$ cat src/hdl/pps_pkg.sv
// ----------------------------------------------------------------------------
// pps_pkg
// Shared types, constants and helpers of the projection profile segmenter.
// ----------------------------------------------------------------------------
`default_nettype none

package pps_pkg;

    // Field widths fixed by the stream format.
    localparam int PIX_W = 8;
    localparam int POS_W = 10;
    localparam int CNT_W = 11;
    localparam int CFG_W = 11;
    localparam int CFG_IDX_W = 1;

    // Packed stream word widths.
    localparam int IN_DATA_W  = 24;
    localparam int OUT_DATA_W = 48;

    // Default sizes and register reset values.
    localparam int MAX_WIDTH_DEF  = 1024;
    localparam int MAX_HEIGHT_DEF = 1024;
    localparam logic [CFG_W-1:0] WIDTH_RST  = CFG_W'(640);
    localparam logic [CFG_W-1:0] HEIGHT_RST = CFG_W'(480);

    // Saturation limit of every count.
    localparam logic [CNT_W-1:0] CNT_MAX = {CNT_W{1'b1}};

    // Input selector codes.
    localparam logic FUNC_PIXEL = 1'b0;
    localparam logic FUNC_READ  = 1'b1;

    // Output kind codes.
    localparam logic KIND_ROW = 1'b0;
    localparam logic KIND_COL = 1'b1;

    // Register indexes.
    localparam logic [CFG_IDX_W-1:0] REG_WIDTH  = 1'b0;
    localparam logic [CFG_IDX_W-1:0] REG_HEIGHT = 1'b1;

    // Word handed from the frame tracker to the column update stage.
    typedef struct packed {
        logic             is_read;
        logic             nz;
        logic             first_row;
        logic             in_range;
        logic             has_res;
        logic [POS_W-1:0] position;
        logic [CNT_W-1:0] row_count;
        logic             seg_valid;
        logic [POS_W-1:0] seg_start;
        logic [POS_W-1:0] seg_end;
    } pps_item_t;

    // Saturating add of one nonzero flag to a count.
    function automatic logic [CNT_W-1:0] sat_inc(input logic [CNT_W-1:0] cnt,
                                                 input logic nz);
        logic [CNT_W-1:0] res;
        begin
            if (nz && (cnt != CNT_MAX))
            begin
                res = cnt + CNT_W'(1);
            end
            else
            begin
                res = cnt;
            end
            return res;
        end
    endfunction

endpackage

`default_nettype wire

$ cat src/hdl/pps_frame.sv
// ----------------------------------------------------------------------------
// pps_frame
// Raster position tracking, row counting and run detection; issues the
// column memory read for every accepted word.
// ----------------------------------------------------------------------------
`default_nettype none

module pps_frame #(
    parameter int MAX_WIDTH  = pps_pkg::MAX_WIDTH_DEF,
    parameter int MAX_HEIGHT = pps_pkg::MAX_HEIGHT_DEF
) (
    input  wire                                clk,
    input  wire                                rst_n,
    input  wire  [pps_pkg::CFG_W-1:0]          width_cfg,
    input  wire  [pps_pkg::CFG_W-1:0]          height_cfg,
    input  wire                                accept,
    input  wire                                func,
    input  wire  [pps_pkg::PIX_W-1:0]          pixel_value,
    input  wire  [pps_pkg::POS_W-1:0]          read_column,
    output logic [$clog2(MAX_WIDTH)-1:0]       rd_addr,
    output logic                               s1_valid_reg,
    output pps_pkg::pps_item_t                 s1_item_reg,
    output logic [$clog2(MAX_WIDTH)-1:0]       s1_addr_reg,
    input  wire                                s1_adv
);

    localparam int COL_W = $clog2(MAX_WIDTH);
    localparam int ROW_W = $clog2(MAX_HEIGHT);
    localparam int WC_W  = COL_W + 1;
    localparam int HC_W  = ROW_W + 1;
    localparam int CW_A  = (WC_W > pps_pkg::CFG_W) ? WC_W : pps_pkg::CFG_W;
    localparam int CMP_W = (HC_W > CW_A) ? HC_W : CW_A;

    logic [COL_W-1:0]          col_reg, col_next;
    logic [ROW_W-1:0]          row_reg, row_next;
    logic [pps_pkg::CNT_W-1:0] acc_reg, acc_next;
    logic                      run_open_reg, run_open_next;
    logic [ROW_W-1:0]          run_start_reg, run_start_next;

    logic [CMP_W-1:0]          w_eff, h_eff, col_inc, row_inc, rcol_ext;
    logic [CMP_W-1:0]          row_ext, start_ext, end_ext;
    logic                      nz, last_col, last_row;
    logic [pps_pkg::CNT_W-1:0] acc_sum;
    logic                      seg_valid;
    logic [ROW_W-1:0]          seg_start, seg_end;
    pps_pkg::pps_item_t        item;

    // Effective sizes: zero acts as one, oversize acts as the maximum.
    always_comb
    begin
        priority if (width_cfg == '0)
        begin
            w_eff = CMP_W'(1);
        end
        else if (CMP_W'(width_cfg) > CMP_W'(MAX_WIDTH))
        begin
            w_eff = CMP_W'(MAX_WIDTH);
        end
        else
        begin
            w_eff = CMP_W'(width_cfg);
        end
        priority if (height_cfg == '0)
        begin
            h_eff = CMP_W'(1);
        end
        else if (CMP_W'(height_cfg) > CMP_W'(MAX_HEIGHT))
        begin
            h_eff = CMP_W'(MAX_HEIGHT);
        end
        else
        begin
            h_eff = CMP_W'(height_cfg);
        end
    end

    // Row end and frame end detection.
    always_comb
    begin
        nz       = (pixel_value != '0);
        acc_sum  = pps_pkg::sat_inc(acc_reg, nz);
        col_inc  = CMP_W'(col_reg) + CMP_W'(1);
        row_inc  = CMP_W'(row_reg) + CMP_W'(1);
        last_col = (col_inc >= w_eff);
        last_row = (row_inc >= h_eff);
        rcol_ext = CMP_W'(read_column);
    end

    // Run detection at the end of a row.
    always_comb
    begin
        seg_valid      = 1'b0;
        seg_start      = '0;
        seg_end        = '0;
        run_open_next  = run_open_reg;
        run_start_next = run_start_reg;
        if (acc_sum != '0)
        begin
            run_start_next = run_open_reg ? run_start_reg : row_reg;
            if (last_row)
            begin
                seg_valid     = 1'b1;
                seg_start     = run_start_next;
                seg_end       = row_reg;
                run_open_next = 1'b0;
            end
            else
            begin
                run_open_next = 1'b1;
            end
        end
        else if (run_open_reg)
        begin
            seg_valid     = 1'b1;
            seg_start     = run_start_reg;
            seg_end       = row_reg - ROW_W'(1);
            run_open_next = 1'b0;
        end
        if (last_row)
        begin
            run_open_next = 1'b0;
        end
    end

    // Position state and the word for the next stage.
    always_comb
    begin
        col_next  = col_reg;
        row_next  = row_reg;
        acc_next  = acc_reg;
        row_ext   = CMP_W'(row_reg);
        start_ext = CMP_W'(seg_start);
        end_ext   = CMP_W'(seg_end);
        item      = '0;
        item.nz   = nz;
        item.first_row = (row_reg == '0);
        if (func == pps_pkg::FUNC_READ)
        begin
            rd_addr        = rcol_ext[COL_W-1:0];
            item.is_read   = 1'b1;
            item.in_range  = (rcol_ext < CMP_W'(MAX_WIDTH));
            item.has_res   = 1'b1;
            item.position  = read_column;
        end
        else
        begin
            rd_addr = col_reg;
            if (!last_col)
            begin
                col_next = col_inc[COL_W-1:0];
                acc_next = acc_sum;
            end
            else
            begin
                col_next       = '0;
                acc_next       = '0;
                row_next       = last_row ? '0 : row_inc[ROW_W-1:0];
                item.has_res   = 1'b1;
                item.position  = row_ext[pps_pkg::POS_W-1:0];
                item.row_count = acc_sum;
                item.seg_valid = seg_valid;
                item.seg_start = start_ext[pps_pkg::POS_W-1:0];
                item.seg_end   = end_ext[pps_pkg::POS_W-1:0];
            end
        end
    end

    // Control state.
    always_ff @(posedge clk or negedge rst_n)
    begin
        if (!rst_n)
        begin
            col_reg       <= '0;
            row_reg       <= '0;
            acc_reg       <= '0;
            run_open_reg  <= 1'b0;
            run_start_reg <= '0;
            s1_valid_reg  <= 1'b0;
        end
        else
        begin
            if (accept && (func == pps_pkg::FUNC_PIXEL))
            begin
                col_reg <= col_next;
                row_reg <= row_next;
                acc_reg <= acc_next;
                if (last_col)
                begin
                    run_open_reg  <= run_open_next;
                    run_start_reg <= run_start_next;
                end
            end
            if (accept)
            begin
                s1_valid_reg <= 1'b1;
            end
            else if (s1_adv)
            begin
                s1_valid_reg <= 1'b0;
            end
        end
    end

    // Stage payload.
    always_ff @(posedge clk)
    begin
        if (accept)
        begin
            s1_item_reg <= item;
            s1_addr_reg <= rd_addr;
        end
    end

endmodule

`default_nettype wire

$ cat config.mk
export PLATFORM = sky130hd
export DESIGN_NAME = pps_frame
export DESIGN_NICKNAME = d
export VERILOG_FILES = /design/src/hdl/pps_pkg.sv /design/src/hdl/pps_frame.sv
export SDC_FILE = /design/constraint.sdc
export NUM_CORES = 1
export LEC_CHECK = 0
export BUFFER_PORTS_ARGS = -buffer_cell sky130_fd_sc_hd__buf_2
export CORE_ASPECT_RATIO = 1.5
export CORE_MARGIN = 2
export CORE_UTILIZATION = 37
export CTS_CLUSTER_SIZE = 20
export DETAILED_ROUTE_END_ITERATION = 6
export PLACE_DENSITY = 0.53
export SLEW_MARGIN = 0
export SYNTH_ARGS = -nofsm -noshare
export SYNTH_HDL_FRONTEND = slang
export SYNTH_SLANG_ARGS = --single-unit
$ cat constraint.sdc
create_clock -name clk -period 4.4 [get_ports clk]
set_clock_uncertainty 0.2 [all_clocks]
set_input_delay 1.32 -clock clk [delete_from_list [all_inputs] [get_ports clk]]
set_output_delay 1.32 -clock clk [all_outputs]
set_load 0.01 [all_outputs]
* After elaboration in Yosys (flattened, before gate mapping) *
Cells that the tools add are included.

word-level totals
  output and inout bits = 68
  input bits = 45
  word-level logic and storage cells = 68
  register bits = 100

operators by class
  $add $sub $neg = 4
  reduce and logical (&&, ||, !) cells = 13
  equality and inequality tests = 1
  $lt $le $gt $ge = 5
  mux-type cells = 26
  bitwise operators = 2

operator list
  kind                                                           number
  2-to-1 mux 10 bit                                              11
  2-to-1 mux 11 bit                                              6
  2-to-1 mux 43 bit                                              1
  adder 10 x 1 -> 11 bit (second input constant)                 2
  greater-or-equal comparator 11 bit                             2
  > comparator 11 bit (second input constant)                    2
  logical NOT 11 bit                                             2
  adder 11 x 1 -> 11 bit (second input constant)                 1
  less-than comparator 10 x 11 -> 1 bit (second input constant)  1
  != test 11 bit (second input constant)                         1
  nonzero test 11 bit                                            1
  logical NOT 10 bit                                             1
  subtractor 10 x 1 -> 10 bit (second input constant)            1
  2-to-1 mux 1 bit                                               8
  nonzero test 8 bit                                             1
  AND reduction 3 bit                                            2
  AND reduction 2 bit                                            2
  logical AND 1 bit                                              2
  NOT 1 bit                                                      2
  nonzero test 2 bit                                             1
  OR reduction 2 bit                                             1

* Logic depth before layout (Yosys ltp) *
Gate-level depths: netlist of the first run.

  depth in word-level cells = 8
  mapped depth = 14
  depth with buffers taken out = 13

* Least setup slack after synthesis of the first run *
No wires, ideal clock.

  path kind = in2reg
  from = in width_cfg[6] (netlist name)
  to = reg s1_item_reg[7] (netlist name), data pin
  required time = 3.941 ns
  stages = 12
  data arrival time = 3.459 ns
  path slack = 0.482 ns
  path buffers = 1
  library setup time = 0.259 ns
  cell sequence = nor4_1 a31oi_1 nor2_1 ha_1 nand2b_1 a211o_1 a21oi_1 o41ai_1 nand2_1 clkbuf_1 nor3_1 a211o_1

between the ends
  word-level cells in the longest chain between the ends = 6
  elaborated cells on any way between the ends = 7
  classes of those cells = 2 x order compare; 2 x mux; 1 x bitwise; 2 x reduce/logical

ends and longest elaborated chain
  item                                     RTL line          source
  from (decl)                              pps_frame.sv:14   input wire [pps_pkg::CFG_W-1:0] width_cfg,
  > comparator 11 bit                      pps_frame.sv:55   else if (CMP_W'(width_cfg) > CMP_W'(MAX_WIDTH))
  2-to-1 mux 11 bit                        pps_frame.sv:55
  2-to-1 mux 11 bit (*)                    pps_frame.sv:51   priority if (width_cfg == '0)
  greater-or-equal comparator 11 bit (*)   pps_frame.sv:84   last_col = (col_inc >= w_eff);
  NOT 1 bit (no source line) (*)           -
  OR reduction 2 bit (no source line) (*)  -
  to (signal assigned)                     pps_frame.sv:209  s1_item_reg <= item;
  to (decl)                                pps_frame.sv:22   output pps_pkg::pps_item_t s1_item_reg,

Mark *: on every way between the ends. The rest lies on a longest branch, timed or not.
A chain may end at the register's enable or synchronous reset.

* Worst setup path in the final report of the first run *
  from = in width_cfg[6] (netlist name)
  to = reg s1_item_reg[2] (netlist name), data pin

The elaborated chain is that of the path after synthesis.

==> metrics.md, run 1 <==
| Metric | Value |
|---|---|
| CP arrival | 3.90 ns |
| CP endpoint kind | flip-flop |
| Antenna violations before repair | 0 |
| Drt total wl | 14.9 mm |
| Gate Count Post-Synth | 569 |
| RR Endpoint | acc_reg[6] |
| Die H | 155 um |
| Post-CTS sizing | 0 |
| Routed Antenna Nets | 0 |
| Worst hold path type | flip-flop to flip-flop |
| Die ar. | 16,300 um2 |
| RSZ-0062 raised after global routing | no |
| Post CTS Setup Buffer Count | 0 |
| Hold depth | 1 |
| DIE WIDTH | 105 um |
| TritonCTS clock tree | done |
| Xor and xnor area share after synthesis | 4.18% |
| Synth top area share | 30.3% |
| Crit Path Max Fanout | 14 |
| Clock-pin slew on the worst setup and hold paths | 0.07 ns |
| Worst path bufs/invs | 2 |
| EDFF count, synth | 57 |
| CTS Buf Count | 9 |
| Register bit total from synthesis | 100 |
| Cell variety after synth | 58 |
| Delay-heaviest family, CP | compound AO/OA/AOI/OAI gates |
| Fin nets | 750 |
| Final Slew Violations | 0 |
| Drt wl/cell | 16.8 um |
| Post-Syn Area per Cell | 9.93 um2 |
| CORE AREA | 15,000 um2 |
| Antenna Cells | 0 |
| Syn Std Cell Area | 5650 um2 |
| CTS root buf | clkbuf_16 |
| Synth area leader | edfxtp_1 |
| Status | finished, final reports clean |
| Largest family of logic cells by synthesized area | simple AND/OR/NAND/NOR gates |
| Max FFs per register | 47 |
| Setup crit start kind | primary input |
| Final Hold Violating Endpoints | 0 |
| Final setup vio count | 0 |
| Most numerous cell on the critical path | a211o_1 |
| Final core utilization | 45.0% |
| Pwr Density | 456 nW/um2 |
| Share of layout cells above drive strength 1 | 25.2% |
| Maximum Capacitance Violations | 0 |
| Ys async rst share | 43.0% |
| Hold EP | s1_valid_reg |
| FP Rows | 55 |
| GRT Util Overall | 18.5% |
| Final TNS setup | 0 ns |
| Largest net degree at the start of global routing | 60 |
| R2R cell count | 13 |
| Vias in the first global route | 4,563 |
| Ys flop type | edfxtp_1 |
| Worst endpoint required time | 4.41 ns |
| Leak | 2.93 nW |
| DR iter-0 viols | 200 |
| Final HPWL from detailed placement | 11.4 mm |
| Yosys warnings | 0 |
| CTS Buffer Depth | 2 |
| Slowest CP cell | o41ai_2 |
| Dpl ws | 0.125 ns |
| Worst hold start | s1_valid_reg |
| Sequential area share after synthesis | 49.3% |
| Clk sink count | 100 |
| Post-detailed-route via-to-cell ratio | 5.30 |
| Period minus WS final | 3.89 ns |
| Max incr delay on CP | 0.63 ns |
| IO buf count | 112 |
| Post-synthesis mux area share | 3.61% |
| Slew at the pin closest to its max-slew limit | 0.790 ns |
| TritonRoute pass-1 iters | 5 |
| Peak Freq | 257 MHz |
| Synth top area cells | edfxtp_1 30%, dfrtp_1 19%, nand2_1 6.2% |
| CP cell instances | buf_2 > nor4_1 > a31oi_1 > nor2_1 > ha_1 > nand2b_1 > a211o_1 > a21oi_1 > o41ai_2 > nand2_1 > buf_12 > nor4b_1 > a211o_1 |
| FF-to-FF Start | col_reg[2] |
| Via count | 4,672 |
| Adder-Cell Fraction of Synth Area | 5.98% |
| Residual DRC | 0 |
| GRT Residual Overflow | 0 |
| Hold_buf cts | 0 |
| Synth Area in Compound Gates | 13.2% |
| Final Cycle Share | 88.4% |
| Flop2flop setup slack | 0.67 ns |
| Worst-skew pair later-pin latency | 0.35 ns |
| I/O pin count | 113 |
| VDD IR max | 0.000204 V |
| Initial Util | 37.7% |
| Max_slew headroom | 47.4% |
| H-tree depth | 3 |
| First-pass GRT wire length | 23.8 mm |
| Post-Syn Nets | 641 |
| Final setup margin | 0.509 ns |
| Fill count | 1,518 |
| Area delta synth->final | 19.4% |
| Crit Path Class | primary input to flip-flop |
| Gpl congestion | 0.829 |
| Post-Synth Simple-Gate Area | 19.6% |
-- final cells by class --
class	count	area [um2]	area share, %
clock buffers	12	246	3.65
clock inverters	4	25.0	0.371
inverters	23	86.3	1.28
multi-input cells	413	2640	39.1
flip-flops and latches	100	2790	41.3
well taps	199	249	3.69
repair buffers	131	716	10.6
-- logic make-up (layout without fill, tap and decap cells) --
family / count (synthesis) / after routing
simple gates: 229 / 229
compound gates: 115 / 115
flops: 100 / 100
buf+inv: 56 / 170
fa+ha+maj: 27 / 27
xor+xnor: 27 / 27
mux: 15 / 15
-- report_power, final --
group,leakage [nW],internal (W),switching (W)
clock network,0.130,0.000398,0.000337
logic,1.65,0.000432,0.000615
registers,1.15,0.00114,0.000158
-- worst register-to-register path: stages, from the launching register on --
cell	delay (ns)
dfrtp_1	0.43
inv_1	0.11
nor3_1	0.20
nand3_1	0.25
nor3_1	0.24
xnor2_1	0.24
ha_1	0.31
a21oi_1	0.30
o211ai_1	0.15
a21oi_1	0.15
o21bai_1	0.12
buf_4	0.23
nand2b_1	0.29
o41ai_1	0.39
-- placed cells by master (no fill, tap or decap), types with 13 or more instances in the layout --
| cell type | n |
|---|---|
| nand3_1 | 28 |
| buf_2 | 112 |
| dfrtp_1 | 43 |
| inv_1 | 21 |
| ha_1 | 27 |
| nand2_1 | 94 |
| buf_4 | 18 |
| nor3_1 | 17 |
| edfxtp_1 | 57 |
| a21oi_1 | 13 |
| o22ai_1 | 17 |
| xnor2_1 | 22 |
| nor2_1 | 35 |
| o21ai_0 | 42 |
-- worst max-delay path by stage --
stage | endpoint | start | depth (start not counted)
detailed placement | s1_item_reg[2] | width_cfg[6] | 13
global placement | s1_item_reg[2] | width_cfg[6] | 13
finish | s1_item_reg[2] | width_cfg[6] | 13
global route | s1_item_reg[2] | width_cfg[6] | 13
CTS | s1_item_reg[2] | width_cfg[6] | 13
floorplan | s1_item_reg[7] | width_cfg[6] | 12
-- Yosys cell counts, drive strengths merged, types with 10 or more instances --
cell / n
dfrtp: 43
nand2: 95
o22ai: 17
a21oi: 13
ha: 27
o21ai: 42
nor2: 35
nor3: 18
xnor2: 22
clkbuf: 23
edfxtp: 57
inv: 21
nand3: 28
nor4: 12
mux2: 13
buf: 10
-- per-stage QoR --
step	hold slack, ns	cell area, um2	std cells	total power, W
floorplan	0.281	5650	569	0.00200
finish	0.279	6750	882	0.00308
global placement	0.262	6480	866	0.00234
CTS	0.283	6750	882	0.00310
detailed placement	0.268	6480	866	0.00236
global route	0.319	6750	882	0.00329
-- routing by layer --
layer | GRT usage, % | share of wire [%] | vias to the layer above
met2 | 33.7 | 54 | 121
met5 | 0 | 0 | -
met3 | 2.35 | 3.4 | 37
met1 | 21.3 | 40 | 2231
met4 | 8.51 | 3.3 | 0
li1 | - | - | 2283
(Power assumes the default switching activity.)
==> inputs of run 2 (changes only) <==
--- a/config.mk
+++ b/config.mk
@@ -5,13 +5,16 @@
 export SDC_FILE = /design/constraint.sdc
 export NUM_CORES = 1
 export LEC_CHECK = 0
+export ABC_AREA = 1
 export BUFFER_PORTS_ARGS = -buffer_cell sky130_fd_sc_hd__buf_2
+export CELL_PAD_IN_SITES_DETAIL_PLACEMENT = 2
+export CELL_PAD_IN_SITES_GLOBAL_PLACEMENT = 2
 export CORE_ASPECT_RATIO = 1.5
 export CORE_MARGIN = 2
-export CORE_UTILIZATION = 37
+export CORE_UTILIZATION = 33
 export CTS_CLUSTER_SIZE = 20
 export DETAILED_ROUTE_END_ITERATION = 6
-export PLACE_DENSITY = 0.53
+export PLACE_DENSITY = 0.77
 export SLEW_MARGIN = 0
 export SYNTH_ARGS = -nofsm -noshare
 export SYNTH_HDL_FRONTEND = slang
==> metrics.md, run 2 <==
| Metric | Value |
|---|---|
| Period minus WS final | 4.03 ns |
| RSZ-0062 raised after global routing | no |
| Hold_buf cts | 0 |
| Post-route cell area | 7200 um2 |
| Post CTS Setup Buffer Count | 0 |
| Syn Std Cell Area | 6090 um2 |
| Peak Freq | 248 MHz |
| Slew at the pin closest to its max-slew limit | 1.13 ns |
| Cell variety after synth | 36 |
| DR top layer | met4 |
| Via count | 5,597 |
| Max incr delay on CP | 0.41 ns |
| Met2 routed WL | 11.5 mm |
| GRT Residual Overflow | 0 |
| Adder-Cell Fraction of Synth Area | 5.55% |
| Pwr Density | 599 nW/um2 |
| Vias in the first global route | 6,319 |
| Leak | 3.34 nW |
| Post-CTS sizing | 0 |
| Share of layout cells above drive strength 1 | 21.3% |
| IO buf count | 112 |
| CTS Buf Count | 9 |
| DIE WIDTH | 115 um |
| Delay-heaviest family, CP | simple AND/OR/NAND/NOR gates |
| Synth top area share | 28.1% |
| Sequential area share after synthesis | 45.8% |
| Ys flop type | edfxtp_1 |
| Final Cycle Share | 91.5% |
| R2R cell count | 15 |
| Commonest non-fill, non-tap cell in the layout | nand2_1 |
| Clock-pin slew on the worst setup and hold paths | 0.07 ns |
| Final setup vio count | 0 |
| First-pass GRT wire length | 33.2 mm |
| Largest family of logic cells by synthesized area | simple AND/OR/NAND/NOR gates |
| Final Slew Violations | 0 |
| CORE AREA | 18,000 um2 |
| Antenna Cells | 0 |
| CP cell instances | buf_2 > nor4_1 > nand3_1 > nand2_1 > nand2_1 > ha_1 > a21oi_1 > nor2_1 > a211oi_1 > nand3_1 > nor2_2 > buf_12 > a21boi_0 > nor2_1 |
| Placed Area | 6900 um2 |
| Gpl congestion | 0.838 |
| CTS Buffer Depth | 2 |
| Worst hold path type | flip-flop to flip-flop |
| Final Non-Filler Cells | 1,075 |
| Slowest CP cell | nor4_1 |
| Drt total wl | 20.7 mm |
| Top cells by count, synth | 168 x nand2_1, 113 x nor2_1, 83 x inv_1, 59 x nand3_1, 57 x edfxtp_1 |
| Synth Area in Compound Gates | 8.17% |
| Residual DRC | 0 |
| Final HPWL from detailed placement | 15.8 mm |
| Clk sink count | 100 |
| WP depth | 14 |
| TritonRoute pass-1 iters | 4 |
| Post-detailed-route via-to-cell ratio | 5.21 |
| Hold_ws | 0.279 ns |
| Antenna violations before repair | 0 |
| Wire length on met1 | 7.92 mm |
| Die ar. | 19,600 um2 |
| Gate Count Post-Synth | 745 |
| Worst path bufs/invs | 2 |
| CTS root buf | clkbuf_16 |
| Die H | 170 um |
| Max_slew headroom | 25.0% |
| Setup crit start kind | primary input |
| Final Hold Violating Endpoints | 0 |
| Post-synthesis mux area share | 0% |
| Post-layout power | 0.00431 W |
| I/O pin count | 113 |
| CP endpoint kind | flip-flop |
| Area delta synth->final | 18.3% |
| Ys async rst share | 43.0% |
| Synth area leader | edfxtp_1 |
| Largest net degree at the start of global routing | 58 |
| Initial Util | 33.8% |
| Maximum Capacitance Violations | 0 |
| Post-Syn Area per Cell | 8.18 um2 |
| Crit Path Max Fanout | 32 |
| Flop2flop setup slack | 0.56 ns |
| Cell Count Post-Placement | 1,059 |
| Final TNS setup | 0 ns |
| Fin nets | 925 |
| Max FFs per register | 47 |
| FF-to-FF Start | row_reg[2] |
| FP Rows | 60 |
| Status | finished, final reports clean |
| Most frequent cells in the layout | 168 x nand2_1, 112 x buf_2, 111 x nor2_1 |
| Worst-skew pair later-pin latency | 0.35 ns |
| Drt wl/cell | 19.3 um |
| DR iter-0 viols | 226 |
| CP endpoint | s1_item_reg[20] |
| TritonCTS clock tree | done |
| Crit Path Class | primary input to flip-flop |
| VDD IR max | 0.000279 V |
| Routed Antenna Nets | 0 |
| GRT Util Overall | 21.8% |
| RR Endpoint | s1_item_reg[20] |
| H-tree depth | 3 |
| Register bit total from synthesis | 100 |
| Critical Path Source | height_cfg[2] |
| Met3 WL | 550 um |
| Post-Synth Simple-Gate Area | 30.3% |
| Most common cell in the synthesized netlist | nand2_1 |
| CP arrival | 3.92 ns |
| Post-Syn Nets | 817 |
| Worst endpoint required time | 4.30 ns |
| EDFF count, synth | 57 |
| Yosys warnings | 0 |
| Xor and xnor area share after synthesis | 2.01% |
| Synth top area cells | edfxtp_1 28%, dfrtp_1 18%, nand2_1 10% |
-- run 2: worst min-delay path by stage --
stage	end	cells after the start	startpoint	slack (ns)
final	run_start_reg[0]	2	run_start_reg[0]	0.28
after global routing	run_start_reg[9]	2	run_start_reg[9]	0.33
after CTS	run_start_reg[1]	2	run_start_reg[1]	0.29
after detailed placement	run_start_reg[1]	2	run_start_reg[1]	0.27
after global placement	run_start_reg[0]	2	run_start_reg[0]	0.26
after floorplan	run_start_reg[8]	2	run_start_reg[8]	0.24
-- run 2: cell type report --
type	count	area, um2
Multi-Input combinational cell	528	2810
Tap cell	217	272
Clock inverter	4	47.5
Sequential cell	100	2790
Fill cell	2093	10800
Inverter	89	334
Timing Repair Buffer	125	696
Clock buffer	12	256
-- run 2: report_power, final --
part,switching [W],internal [W]
Clock,0.000362,0.000472
Sequential,0.000218,0.00122
Combinational,0.00140,0.000651
-- run 2: cells by family (layout without fill, tap and decap cells) --
logic type | after synthesis | count (layout)
AND/OR/NAND/NOR | 397 | 397
AO/OA/AOI/OAI | 90 | 90
flip-flops | 100 | 100
XOR/XNOR | 14 | 14
buffers and inverters | 117 | 230
adder cells (fa/ha/maj) | 27 | 27
-- run 2: worst register-to-register path, cell delays in order, from the launching register on --
cell      delay [ns]
dfrtp_1         0.49
inv_1           0.22
nor3_1          0.36
nand3_1         0.22
nor3_1          0.29
nand2_1         0.10
xor2_1          0.22
ha_1            0.27
nand2_1         0.10
nor2_1          0.05
a211oi_1        0.30
nand3_1         0.14
nor2_2          0.16
buf_12          0.21
a21boi_0        0.20
nor2_1          0.07
-- run 2: per-layer routing --
| metal | global-route usage [%] | up-vias |
|---|---|---|
| met2 | 42.1 | 119 |
| met1 | 23.5 | 2775 |
| met4 | 9.43 | 0 |
| met3 | 2.28 | 41 |
| met5 | 0 | - |
| li1 | - | 2662 |
-- run 2: metrics by stage --
stage	setup slack, ns	utilization (%)
global route	0.0505	40.0
detailed placement	-0.0670	38.3
global placement	0.0757	38.3
CTS	0.281	40.0
finish	0.373	40.0
floorplan	0.534	-
