===== config.mk =====
export PLATFORM = sky130hd
export DESIGN_NAME = pps_colupd
export DESIGN_NICKNAME = d
export VERILOG_FILES = /design/src/hdl/pps_pkg.sv /design/src/hdl/pps_colupd.sv
export SDC_FILE = /design/constraint.sdc
export NUM_CORES = 1
export LEC_CHECK = 0
export BUFFER_PORTS_ARGS = -buffer_cell sky130_fd_sc_hd__buf_2
export CAP_MARGIN = 20
export CORE_ASPECT_RATIO = 0.6
export CORE_MARGIN = 3
export CORE_UTILIZATION = 47
export DETAILED_ROUTE_END_ITERATION = 7
export PLACE_DENSITY = 0.8
export SLEW_MARGIN = 10
export SYNTH_ARGS = -nofsm -noshare
export SYNTH_HDL_FRONTEND = slang
export SYNTH_SLANG_ARGS = --single-unit

===== constraint.sdc =====
create_clock -name clk -period 3.9 [get_ports clk]
set_input_delay 0.195 -clock clk [delete_from_list [all_inputs] [get_ports clk]]
set_output_delay 0.195 -clock clk [all_outputs]
set_load 0.1 [all_outputs]

===== src/hdl/pps_pkg.sv =====
// ----------------------------------------------------------------------------
// pps_pkg
// Shared types, constants and helpers of the projection profile segmenter.
// ----------------------------------------------------------------------------
`default_nettype none

package pps_pkg;

    // Field widths fixed by the stream format.
    localparam int PIX_W = 8;
    localparam int POS_W = 10;
    localparam int CNT_W = 11;
    localparam int CFG_W = 11;
    localparam int CFG_IDX_W = 1;

    // Packed stream word widths.
    localparam int IN_DATA_W  = 24;
    localparam int OUT_DATA_W = 48;

    // Default sizes and register reset values.
    localparam int MAX_WIDTH_DEF  = 1024;
    localparam int MAX_HEIGHT_DEF = 1024;
    localparam logic [CFG_W-1:0] WIDTH_RST  = CFG_W'(640);
    localparam logic [CFG_W-1:0] HEIGHT_RST = CFG_W'(480);

    // Saturation limit of every count.
    localparam logic [CNT_W-1:0] CNT_MAX = {CNT_W{1'b1}};

    // Input selector codes.
    localparam logic FUNC_PIXEL = 1'b0;
    localparam logic FUNC_READ  = 1'b1;

    // Output kind codes.
    localparam logic KIND_ROW = 1'b0;
    localparam logic KIND_COL = 1'b1;

    // Register indexes.
    localparam logic [CFG_IDX_W-1:0] REG_WIDTH  = 1'b0;
    localparam logic [CFG_IDX_W-1:0] REG_HEIGHT = 1'b1;

    // Word handed from the frame tracker to the column update stage.
    typedef struct packed {
        logic             is_read;
        logic             nz;
        logic             first_row;
        logic             in_range;
        logic             has_res;
        logic [POS_W-1:0] position;
        logic [CNT_W-1:0] row_count;
        logic             seg_valid;
        logic [POS_W-1:0] seg_start;
        logic [POS_W-1:0] seg_end;
    } pps_item_t;

    // Saturating add of one nonzero flag to a count.
    function automatic logic [CNT_W-1:0] sat_inc(input logic [CNT_W-1:0] cnt,
                                                 input logic nz);
        logic [CNT_W-1:0] res;
        begin
            if (nz && (cnt != CNT_MAX))
            begin
                res = cnt + CNT_W'(1);
            end
            else
            begin
                res = cnt;
            end
            return res;
        end
    endfunction

endpackage

`default_nettype wire


===== src/hdl/pps_colupd.sv =====
// ----------------------------------------------------------------------------
// pps_colupd
// Column count read-modify-write with write forwarding, and the output
// word register.
// ----------------------------------------------------------------------------
`default_nettype none

module pps_colupd #(
    parameter int MAX_WIDTH = pps_pkg::MAX_WIDTH_DEF
) (
    input  wire                                 clk,
    input  wire                                 rst_n,
    input  wire                                 s1_valid,
    input  pps_pkg::pps_item_t                  s1_item,
    input  wire  [$clog2(MAX_WIDTH)-1:0]        s1_addr,
    input  wire  [pps_pkg::CNT_W-1:0]           rd_data,
    output logic                                s1_adv,
    output logic                                wr_en,
    output logic [$clog2(MAX_WIDTH)-1:0]        wr_addr,
    output logic [pps_pkg::CNT_W-1:0]           wr_data,
    output logic                                out_valid_reg,
    input  wire                                 out_ready,
    output logic                                out_kind_reg,
    output logic [pps_pkg::OUT_DATA_W-1:0]      out_data_reg
);

    localparam int COL_W = $clog2(MAX_WIDTH);
    localparam int PAD_W = pps_pkg::OUT_DATA_W - pps_pkg::CNT_W
                           - 3 * pps_pkg::POS_W - 1;

    logic                      fwd_valid_reg;
    logic [COL_W-1:0]          fwd_addr_reg;
    logic [pps_pkg::CNT_W-1:0] fwd_data_reg;
    logic [pps_pkg::CNT_W-1:0] old_cnt, new_cnt, res_cnt;
    logic                      out_free, load;

    // Latest value of the column: the last write wins over the memory.
    always_comb
    begin
        old_cnt = (fwd_valid_reg && (fwd_addr_reg == s1_addr)) ? fwd_data_reg : rd_data;
        new_cnt = s1_item.first_row ? pps_pkg::CNT_W'(s1_item.nz)
                                    : pps_pkg::sat_inc(old_cnt, s1_item.nz);
        res_cnt = s1_item.is_read ? (s1_item.in_range ? old_cnt : '0)
                                  : s1_item.row_count;
    end

    // Stage advance and write back.
    always_comb
    begin
        out_free = !out_valid_reg || out_ready;
        s1_adv   = !s1_valid || !s1_item.has_res || out_free;
        load     = s1_valid && s1_item.has_res && out_free;
        wr_en    = s1_valid && !s1_item.is_read && s1_adv;
        wr_addr  = s1_addr;
        wr_data  = new_cnt;
    end

    // Control state.
    always_ff @(posedge clk or negedge rst_n)
    begin
        if (!rst_n)
        begin
            fwd_valid_reg <= 1'b0;
            out_valid_reg <= 1'b0;
        end
        else
        begin
            if (wr_en)
            begin
                fwd_valid_reg <= 1'b1;
            end
            if (load)
            begin
                out_valid_reg <= 1'b1;
            end
            else if (out_ready)
            begin
                out_valid_reg <= 1'b0;
            end
        end
    end

    // Forwarding copy and output word.
    always_ff @(posedge clk)
    begin
        if (wr_en)
        begin
            fwd_addr_reg <= wr_addr;
            fwd_data_reg <= wr_data;
        end
        if (load)
        begin
            out_kind_reg <= s1_item.is_read ? pps_pkg::KIND_COL : pps_pkg::KIND_ROW;
            out_data_reg <= {{PAD_W{1'b0}}, s1_item.seg_end, s1_item.seg_start,
                             s1_item.seg_valid, res_cnt, s1_item.position};
        end
    end

endmodule

`default_nettype wire


**Yosys cells after proc, flatten, opt, wreduce, memory -nomap -nowiden**

Cells that the tools add are included.

- Memory bits (writable): 0
- Latch bits: 0
- Output and inout bits: 73
- Memories: 0
- ROM bits: 0
- Flip-flop bits (word level): 66
- Word-level logic and storage cells: 31

- Add/sub/neg operators: 1
- Multiply operators: 0
- Equal/unequal tests: 2
- Bitwise logic cells: 0
- Reductions and logical operators: 14
- Shift operators: 0
- $lt $le $gt $ge: 0
- Multiplexer cells: 8
- Divide/modulo/power cells: 0

Operators with widths:

| kind | count |
|---|---|
| two-way mux 11 bit | 5 |
| adder 11 x 1 -> 11 bit, second input constant | 1 |
| != test 11 bit, second input constant | 1 |
| == test 10 bit | 1 |
| logical AND 1 bit | 6 |
| zero test 1 bit | 4 |
| logical OR 1 bit | 3 |
| two-way mux 1 bit | 3 |
| nonzero test 2 bit | 1 |

**Logic depth before layout (Yosys ltp)**

Gate-level depths: netlist (run 1).

- Word-level depth: 7
- Mapped depth: 13

**Least setup slack after synthesis (run 1)**

No wires, ideal clock.

- Path kind: reg2reg
- Start point: register fwd_addr_reg[2]
- End point: register fwd_data_reg[9] (netlist name) (data pin)
- Path buffers: 1
- Period minus slack after synthesis: 5,351 ps
- Data required time: 3,259 ps
- Cell stages (with the launch flop): 13
- Data arrival time: 4,709 ps
- Setup time: 641 ps
- Setup slack: -1,451 ps
- Path through: edfxtp_1 xnor2_1 nand4_1 nor3_4 buf_6 mux2i_1 inv_1 ha_1 and3_1 nor3_2 nand3_1 xor2_1 a211oi_1

- Longest elaborated chain between the ends: 7
- Elaborated cells between the ends (all ways): 8

RTL lines:

| element | RTL line | RTL |
|---|---|---|
| start: declaration | pps_colupd.sv:32 | `logic [COL_W-1:0] fwd_addr_reg;` |
| start signal: assignment | pps_colupd.sv:88 | `fwd_addr_reg <= wr_addr;` |
| == test 10 bit * | pps_colupd.sv:40 | `old_cnt = (fwd_valid_reg && (fwd_addr_reg == s1_addr)) ? fwd_data_reg : rd_data;` |
| logical AND 1 bit * | pps_colupd.sv:40 |  |
| two-way mux 11 bit * | pps_colupd.sv:40 |  |
| parallel branches: the longest is 2 deep, another holds adder 11 x 1 -> 11 bit | n/a |  |
| two-way mux 11 bit * | pps_pkg.sv:60 | `if (nz && (cnt != CNT_MAX))` |
| two-way mux 11 bit * | pps_colupd.sv:41 | `new_cnt = s1_item.first_row ? pps_pkg::CNT_W'(s1_item.nz)` |
| named net wr_data (one bit) | pps_colupd.sv:20 | `output logic [pps_pkg::CNT_W-1:0] wr_data,` |
| end signal: assignment | pps_colupd.sv:89 | `fwd_data_reg <= wr_data;` |
| end: declaration | pps_colupd.sv:33 | `logic [pps_pkg::CNT_W-1:0] fwd_data_reg;` |

Mark *: on every way through the listed nets, which the timed path passes.
A chain may end at the register's enable or synchronous reset.

**Worst setup path in the final report (run 1)**

- Start point: register fwd_addr_reg[0]
- End point: output wr_data[9] (netlist name)

- Longest elaborated chain between the ends: 7
- Elaborated cells between the ends (all ways): 8

RTL lines:

| element | RTL line |
|---|---|
| == test 10 bit * | pps_colupd.sv:40 |
| logical AND 1 bit * | pps_colupd.sv:40 |
| two-way mux 11 bit * | pps_colupd.sv:40 |
| parallel branches: the longest is 2 deep, another holds adder 11 x 1 -> 11 bit | n/a |
| two-way mux 11 bit * | pps_pkg.sv:60 |
| two-way mux 11 bit * | pps_colupd.sv:41 |
| end: declaration | pps_colupd.sv:20 |

Mark *: on every way between the ends.

==> results.sh, run 1 <==
export IMPL_min_period_ns=3.66
export IMPL_yosys_most_used_dff="edfxtp_1"
export IMPL_gr_total_overflow=0
export IMPL_rsz0062_at_grt="no"
export IMPL_ir_drop_mv=0.284
export IMPL_reg2reg_slack_ns=0.79
export IMPL_path_clk_slew_ns=0.07
export IMPL_place_hpwl_um=5750
export IMPL_tightestPinTransition_ns=0.580
export IMPL_startpoint="fwd_addr_reg[0]"
export IMPL_synth_cells=235
export IMPL_synth_cell_types=45
export IMPL_hp_class="in -> reg"
export IMPL_synth_area_mm2=0.00315
export IMPL_clock_skew_ns=0.00933
export IMPL_die_w_um=112
export IMPL_report_final_hold_viol_count=0
export IMPL_clock_sinks=66
export IMPL_initial_utilization=0.499
export IMPL_slowest_delay_ns=0.41
export IMPL_antenna_found_initial=0
export IMPL_async_reset_ff_frac=0.0303
export IMPL_wl_per_cell_um=16.3
export IMPL_root_buffer="clkbuf_8"
export IMPL_crit_required_ns=3.70
export IMPL_place_ws_ns=0.600
export IMPL_fin_nets=444
export IMPL_vias_per_cell=5.12
export IMPL_first_pass_iters=5
export IMPL_fp_row_count=22
export IMPL_min_period_over_period=0.939
export IMPL_setup_violations_final=0
export IMPL_r2r_end="fwd_data_reg[9]"
export IMPL_crit_slowest_cell="mux2_2"
export IMPL_run_status="completed"
export IMPL_insertion_delay_ns=0.35
export IMPL_path_class="reg -> out"
export IMPL_cts_tree="yes"
export IMPL_gp_congestion=0.846
export IMPL_ant_nets=0
export IMPL_drc=0
export IMPL_setup_slack_ns=0.237
export IMPL_layoutNonFillerInstCount=460
export IMPL_yosys_warnings=0
export IMPL_yosysSeqAreaShare=0.627
export IMPL_clock_path_buffers=2
export IMPL_largest_reg_flops=42
export IMPL_cp_num_buf_inv=1
export IMPL_drive_above_1_share=0.481
export IMPL_pin_count=145
export IMPL_synth_edf_count=64
export IMPL_vias=2353
export IMPL_cts_buffers=9
export IMPL_drtIter0Drc=165
export IMPL_crit_reg2reg_launch="fwd_addr_reg[0]"
export IMPL_grt_pass1_wl_um=11500
export IMPL_cts_resized=0
export IMPL_p_per_area_mw_per_mm2=436
export IMPL_yosysTopAreaCell="edfxtp_1"
export IMPL_hold_depth=1
export IMPL_synth_top_cell_area_share=0.611
export IMPL_crit_family="simple AND/OR/NAND/NOR gates"
export IMPL_place_inst=442
export IMPL_port_buffers=138
export IMPL_crit_cells=11
export IMPL_grt_pass1_vias=2242
export IMPL_die_area_mm2=0.00775
export IMPL_coreArea_mm2=0.00630
export IMPL_whs_endpoint="out_data_reg[4]"
export IMPL_drv_slew=0
export IMPL_synth_most_common_cell="edfxtp_1"
export IMPL_grt_max_degree=44
export IMPL_synth_area_top_cells="edfxtp_1 61%, xnor2_1 4.5%, buf_4 4.1%, mux2i_1 3.2%, a211oi_1 2.1%"
export IMPL_p_leak_nw=1.72
export IMPL_drt_total_wl_um=7490
export IMPL_worstPathMaxFanout=6
export IMPL_cp_arrival_ns=3.47
export IMPL_cp_end_kind="output pin"
export IMPL_ff2ff_path_depth=10
export IMPL_cp_start_kind="flop"
export IMPL_crit_chain="xnor2_1 -> nand4_1 -> nor3_4 -> mux2_2 -> ha_2 -> and3_1 -> nor3_2 -> nand3_1 -> xor2_1 -> a211oi_2 -> buf_12"
export IMPL_die_h_um=69.4
export IMPL_max_cap_violations=0
export IMPL_worst_hold_startpoint="s1_item[36]"
export IMPL_diodes=0
export IMPL_synth_area_per_cell_um2=13.4
export IMPL_htree_levels=3
export IMPL_syn_to_final_growth_pct=35.5
export IMPL_track_usage=0.191
export IMPL_relSlewSlack=0.608
export IMPL_max_freq_mhz=273
export IMPL_ys_seq_elements=66
export IMPL_synth_common_cells="64 x edfxtp_1, 17 x buf_4, 16 x xnor2_1, 15 x nor2_1"
-- worst reg2reg max path, cell delays in order (launching register included) --
cell      delay (ns)
edfxtp_1        0.38
xnor2_1         0.16
nand4_1         0.23
nor3_4          0.34
mux2_2          0.41
ha_2            0.23
and3_1          0.18
nor3_2          0.29
nand3_1         0.15
xor2_1          0.17
a211oi_2        0.36
-- layout make-up --
cell class                 count  area [um2]
fill                         475        2040
clock buffer                   9         124
timing repair buffer         143         908
multi-input combinational    139        1040
sequential                    66        1970
tap                           84         105
inverter                      12        45.0
clock inverter                 7        67.6
-- cell families after synthesis --
| family | share of synthesized area |
|---|---|
| and+or+nand+nor | 0.113 |
| other | 0.00119 |
| xor gates and xnor gates | 0.0612 |
| buffers and inverters | 0.0716 |
| muxes | 0.0390 |
| adders and majority gates | 0.00398 |
| DFF | 0.627 |
| AOI/OAI and AO/OA | 0.0831 |
-- placed cells by master, fill, tap and decap left out, types with 2 or more instances in the layout --
cell type and count:
edfxtp_1 64, nor3_2 2, dfrtp_1 2, a211oi_2 7, nor2_1 14, conb_1 6
o21ai_0 2, mux2_2 2, and3_1 2, xor2_1 6, a21oi_1 5, and4_1 2
nor2b_1 2, o22ai_1 10, mux2i_1 9, clkbuf_8 9, buf_12 12, or2_2 2
buf_4 3, and2_1 3, xnor2_1 16, buf_2 127, nand4_1 5, nand2_1 7
nand3b_1 2, clkinv_2 2, clkinvlp_4 2, inv_1 12, a211oi_1 2, nand3_1 12
-- per-stage QoR --
step / utilization / cell area [um2] / TNS, ns / hold slack [ns] / power [W]
4_1_cts: 0.673 / 4240 / 0 / 0.00460 / 0.00187
2_1_floorplan: - / 3230 / -0.838 / -0.101 / 0.00120
5_1_grt: 0.676 / 4260 / 0 / 0.00545 / 0.00192
3_3_place_gp: 0.641 / 4040 / 0 / -0.0185 / 0.00130
3_5_place_dp: 0.641 / 4040 / 0 / -0.0140 / 0.00131
6_report: 0.676 / 4260 / 0 / 0.0216 / 0.00186
-- worst max path at each step --
stage	end	slack (ns)
CTS	wr_data[9]	0.20
detailed placement	wr_data[9]	0.60
finish	wr_data[9]	0.24
global route	wr_data[9]	0.001
floorplan	fwd_data_reg[9]	-0.28
global placement	wr_data[9]	0.72
-- layer usage --
layer	share of wire	GRT usage	vias up
met5	0	0	-
met4	0.0068	0.0445	0
met3	0.093	0.0680	5
met2	0.44	0.277	122
met1	0.46	0.276	1096
li1	-	-	1130
-- repair_timing --
| item | in CTS | in global routing |
|---|---|---|
| hold buffers | 1 | 0 |
| setup buffers | 0 | 0 |
| hold endpoints to repair | 2 | 0 |
-- power breakdown --
group | leakage, nW | internal [W] | switching (W)
combinational | 1.00 | 0.000105 | 0.000359
clock | 0.0931 | 0.000293 | 0.000273
sequential | 0.621 | 0.000817 | 0.0000136
total | 1.72 | 0.00121 | 0.000646
Note: power is estimated with default switching activity, not from simulation.
==> run 2, diff against run 1 <==
CORE_UTILIZATION = 50   (was 47)
CTS_CLUSTER_DIAMETER = 200   (was not set)
PLACE_DENSITY = 0.85   (was 0.8)
clock period = 4.3 ns   (was 3.9 ns; I/O delays follow)
==> results.sh, run 2 (same netlist as run 1, synthesis figures left out) <==
export IMPL_clock_sinks=66
export IMPL_layout_commonest_cell="buf_2"
export IMPL_vias=2422
export IMPL_ff2ff_path_depth=11
export IMPL_cts_buffers=9
export IMPL_crit_slowest_cell="mux2_2"
export IMPL_place_hpwl_um=5870
export IMPL_drc=0
export IMPL_fin_nets=443
export IMPL_grt_max_degree=44
export IMPL_gp_congestion=0.832
export IMPL_r2r_end="fwd_data_reg[9]"
export IMPL_clock_skew_ns=0.0104
export IMPL_worst_hold_startpoint="s1_item[33]"
export IMPL_drtIter0Drc=203
export IMPL_max_cap_violations=0
export IMPL_coreArea_mm2=0.00583
export IMPL_die_h_um=67.5
export IMPL_initial_utilization=0.539
export IMPL_cp_start_kind="flop"
export IMPL_hp_class="in -> reg"
export IMPL_ant_nets=0
export IMPL_crit_chain="xnor2_1 -> nand4_1 -> nor3_4 -> buf_4 -> mux2_2 -> ha_1 -> and3_1 -> nor3_2 -> nand3_1 -> xor2_1 -> a211oi_2 -> buf_12"
export IMPL_fp_row_count=21
export IMPL_cp_end_kind="output pin"
export IMPL_crit_reg2reg_launch="fwd_addr_reg[7]"
export IMPL_track_usage=0.214
export IMPL_worstPathMaxFanout=12
export IMPL_insertion_delay_ns=0.33
export IMPL_total_power_w=0.00174
export IMPL_run_status="completed"
export IMPL_slowest_delay_ns=0.40
export IMPL_grt_pass1_wl_um=11500
export IMPL_rsz0062_at_grt="no"
export IMPL_finalSetupTns_ns=0
export IMPL_path_clk_slew_ns=0.08
export IMPL_crit_family="simple AND/OR/NAND/NOR gates"
export IMPL_min_period_over_period=0.910
export IMPL_hold_depth=1
export IMPL_report_final_hold_viol_count=0
export IMPL_antenna_found_initial=0
export IMPL_place_area_mm2=0.00402
export IMPL_post_cts_setup_buffers=0
export IMPL_drv_slew=0
export IMPL_cts_resized=0
export IMPL_relSlewSlack=0.333
export IMPL_cp_arrival_ns=3.70
export IMPL_die_w_um=108
export IMPL_mostFrequentLayoutCells="127 x buf_2, 64 x edfxtp_1, 16 x xnor2_1"
export IMPL_place_ws_ns=0.774
export IMPL_wl_per_cell_um=16.9
export IMPL_grt_pass1_vias=2196
export IMPL_p_per_area_mw_per_mm2=407
export IMPL_setup_violations_final=0
export IMPL_postLayoutCellArea_mm2=0.00426
export IMPL_drive_above_1_share=0.476
export IMPL_cts_hold_buffers=1
export IMPL_syn_to_final_growth_pct=35.5
export IMPL_max_freq_mhz=256
export IMPL_ir_drop_mv=0.240
export IMPL_gr_total_overflow=0
export IMPL_first_pass_iters=5
export IMPL_root_buffer="clkbuf_8"
export IMPL_diodes=0
export IMPL_post_route_util=0.731
export IMPL_cp_num_buf_inv=2
export IMPL_clock_path_buffers=2
export IMPL_crit_required_ns=4.09
export IMPL_tightestPinTransition_ns=1.00
export IMPL_cts_tree="yes"
export IMPL_whs_endpoint="out_data_reg[1]"
export IMPL_vias_per_cell=5.33
export IMPL_p_leak_nw=1.72
export IMPL_reg2reg_slack_ns=0.94
export IMPL_path_class="reg -> out"
export IMPL_setup_slack_ns=0.389
export IMPL_largest_reg_flops=42
export IMPL_min_period_ns=3.91
export IMPL_pin_count=145
export IMPL_port_buffers=138
export IMPL_die_area_mm2=0.00731
export IMPL_drt_total_wl_um=7690
export IMPL_htree_levels=3
run 2: report_power, final:
group | internal [W] | switching (W) | total, W
clock network | 0.000325 | 0.000237 | 0.000561
logic | 0.0000935 | 0.000326 | 0.000420
registers | 0.000741 | 0.0000129 | 0.000754
run 2: layout make-up:
class | instances | area [um2]
timing repair buffer | 142 | 901
sequential | 66 | 1970
clock buffer | 9 | 124
fill | 427 | 1570
multi-input combinational | 139 | 1030
tap | 80 | 100
inverter | 12 | 45.0
clock inverter | 6 | 92.6
run 2: per-layer routing:
metal | track usage | vias to the layer above | share of wire
li1 | - | 1129 | -
met1 | 0.294 | 1144 | 0.42
met2 | 0.321 | 136 | 0.48
met3 | 0.0735 | 13 | 0.083
met4 | 0.0724 | 0 | 0.015
met5 | 0 | - | 0
run 2: worst max-delay path by stage:
stage / from / end / slack (ns) / depth (start not counted)
after floorplan: fwd_addr_reg[2] / fwd_data_reg[7] / 0.03 / 12
after global placement: fwd_addr_reg[2] / wr_data[9] / 0.89 / 12
after detailed placement: fwd_addr_reg[9] / wr_data[9] / 0.77 / 12
after CTS: fwd_addr_reg[7] / wr_data[9] / 0.36 / 12
after global routing: fwd_addr_reg[9] / wr_data[9] / 0.09 / 13
final: fwd_addr_reg[7] / wr_data[9] / 0.39 / 12
run 2: metrics by stage:
stage | hold slack (ns) | cells
global route | 0.0270 | 454
floorplan | -0.0806 | 240
CTS | 0.0294 | 453
global placement | 0.00174 | 437
finish | 0.0529 | 454
detailed placement | 0.00833 | 437
==> run 3, diff against run 2 <==
CORE_ASPECT_RATIO = 0.8   (was 0.6)
CORE_MARGIN = 2   (was 3)
==> results.sh, run 3 (same netlist as run 1, synthesis figures left out) <==
export IMPL_run_status="completed"
export IMPL_crit_required_ns=4.09
export IMPL_cp_start_kind="flop"
export IMPL_gr_total_overflow=0
export IMPL_report_final_hold_viol_count=0
export IMPL_grt_max_degree=44
export IMPL_p_leak_nw=1.71
export IMPL_postLayoutCellArea_mm2=0.00425
export IMPL_reg2reg_slack_ns=1.15
export IMPL_finalSetupTns_ns=0
export IMPL_p_per_area_mw_per_mm2=410
export IMPL_rsz0062_at_grt="no"
export IMPL_grt_use_met3=0.0841
export IMPL_cts_hold_buffers=1
export IMPL_top_usage_layer="met2"
export IMPL_cp_end_kind="output pin"
export IMPL_setup_violations_final=0
export IMPL_tightestPinTransition_ns=0.518
export IMPL_cts_tree="yes"
export IMPL_htree_levels=3
export IMPL_cts_resized=0
export IMPL_ant_nets=0
export IMPL_drv_slew=0
export IMPL_mostFrequentLayoutCells="128 x buf_2, 64 x edfxtp_1, 16 x xnor2_1"
export IMPL_use_met2=0.386
export IMPL_first_pass_iters=5
export IMPL_clock_sinks=66
export IMPL_hp_class="in -> reg"
export IMPL_grtUsageMet1=0.266
export IMPL_sw_frac_of_total=0.335
export IMPL_grt_pass1_vias=2307
export IMPL_worstPathMaxFanout=6
export IMPL_clock_skew_ns=0.00579
export IMPL_antenna_found_initial=0
export IMPL_drtIter0Drc=155
export IMPL_min_period_ns=3.73
export IMPL_gp_congestion=0.836
export IMPL_power_switching_w=0.000583
export IMPL_diodes=0
export IMPL_ir_drop_mv=0.205
export IMPL_drt_total_wl_um=7550
export IMPL_place_hpwl_um=5630
export IMPL_track_usage=0.223
export IMPL_coreArea_mm2=0.00601
export IMPL_min_period_over_period=0.866
export IMPL_post_cts_setup_buffers=0
export IMPL_relSlewSlack=0.650
export IMPL_largest_reg_flops=42
export IMPL_clockPowerShare=0.329
export IMPL_drc=0
export IMPL_path_clk_slew_ns=0.08
export IMPL_die_w_um=92.7
export IMPL_path_class="reg -> out"
export IMPL_total_power_w=0.00174
export IMPL_root_buffer="clkbuf_8"
export IMPL_fin_nets=443
export IMPL_grt_pass1_wl_um=11500
export IMPL_max_cap_violations=0
export IMPL_cp_arrival_ns=3.51
export IMPL_die_area_mm2=0.00695
export IMPL_max_freq_mhz=268
export IMPL_vias=2408
export IMPL_syn_to_final_growth_pct=35.1
export IMPL_insertion_delay_ns=0.35
export IMPL_internal_power_w=0.00116
export IMPL_wl_per_cell_um=16.6
export IMPL_drive_above_1_share=0.475
export IMPL_port_buffers=138
export IMPL_initial_utilization=0.524
export IMPL_cts_buffers=9
export IMPL_comb_power_share=0.238
export IMPL_seqPwrFrac=0.433
export IMPL_pin_count=145
export IMPL_place_area_mm2=0.00400
export IMPL_layout_commonest_cell="buf_2"
export IMPL_fillers=419
export IMPL_vias_per_cell=5.28
export IMPL_die_h_um=75.0
export IMPL_fp_row_count=25
export IMPL_clock_path_buffers=2
[run 3: cell count changes in the layout (fill, tap and decap cells not counted)]
cell and delta:
buf_12 -1, buf_2 +1, clkbuf_1 +1, clkinv_4 -1, clkinvlp_4 +1
[run 3: worst paths after layout]
kind,start,to,depth (start not counted)
setup / recovery,fwd_addr_reg[9],wr_data[7],12
hold / removal,s1_item[35],out_data_reg[3],1
setup reg to reg,fwd_addr_reg[9],fwd_data_reg[7],11
hold reg to reg,fwd_valid_reg,fwd_valid_reg,1
max in group asynchronous,rst_n,out_valid_reg,2
min in group asynchronous,rst_n,fwd_valid_reg,2
[run 3: critical path, cell delays in order (launching register included)]
cell      delay (ns)
edfxtp_1        0.40
xnor2_1         0.14
nand4_1         0.21
nor3_4          0.29
mux2i_1         0.33
inv_1           0.08
ha_1            0.26
and3_1          0.20
nor3_2          0.32
nand4_1         0.17
xor2_1          0.17
a211oi_2        0.34
buf_12          0.22
[run 3: stage by stage]
step | utilization | worst slack [ns] | instances | hold WS [ns]
finish | 0.708 | 0.575 | 456 | 0.0406
global route | 0.708 | 0.264 | 456 | 0.0124
CTS | 0.705 | 0.551 | 455 | 0.0257
detailed placement | 0.666 | 0.942 | 438 | 0.000329
global placement | 0.666 | 1.04 | 438 | 0.000940
floorplan | - | 0.0326 | 240 | -0.0806
[run 3: area by class of cell]
class,instances,area (um2),share of cell area
Tap cell,81,101,0.0238
Timing Repair Buffer,142,886,0.208
Multi-Input combinational cell,139,1030,0.242
Clock inverter,6,91.3,0.0215
Sequential cell,66,1970,0.464
Inverter,12,45.0,0.0106
Clock buffer,10,128,0.0300
[run 3: power groups by stage]
stage | combinational [W] | sequential [W] | clock (W)
5_1_grt | 0.000432 | 0.000756 | 0.000613
3_5_place_dp | 0.000412 | 0.000768 | 0
4_1_cts | 0.000414 | 0.000754 | 0.000583
2_1_floorplan | 0.000189 | 0.000898 | 0
3_3_place_gp | 0.000408 | 0.000766 | 0
6_report | 0.000415 | 0.000754 | 0.000574
[run 3: routing by layer]
layer | wire length, um | vias up
met3 | 655 | 15
met2 | 3710 | 139
li1 | - | 1134
met4 | 143 | 0
met1 | 3040 | 1120
met5 | 0 | -
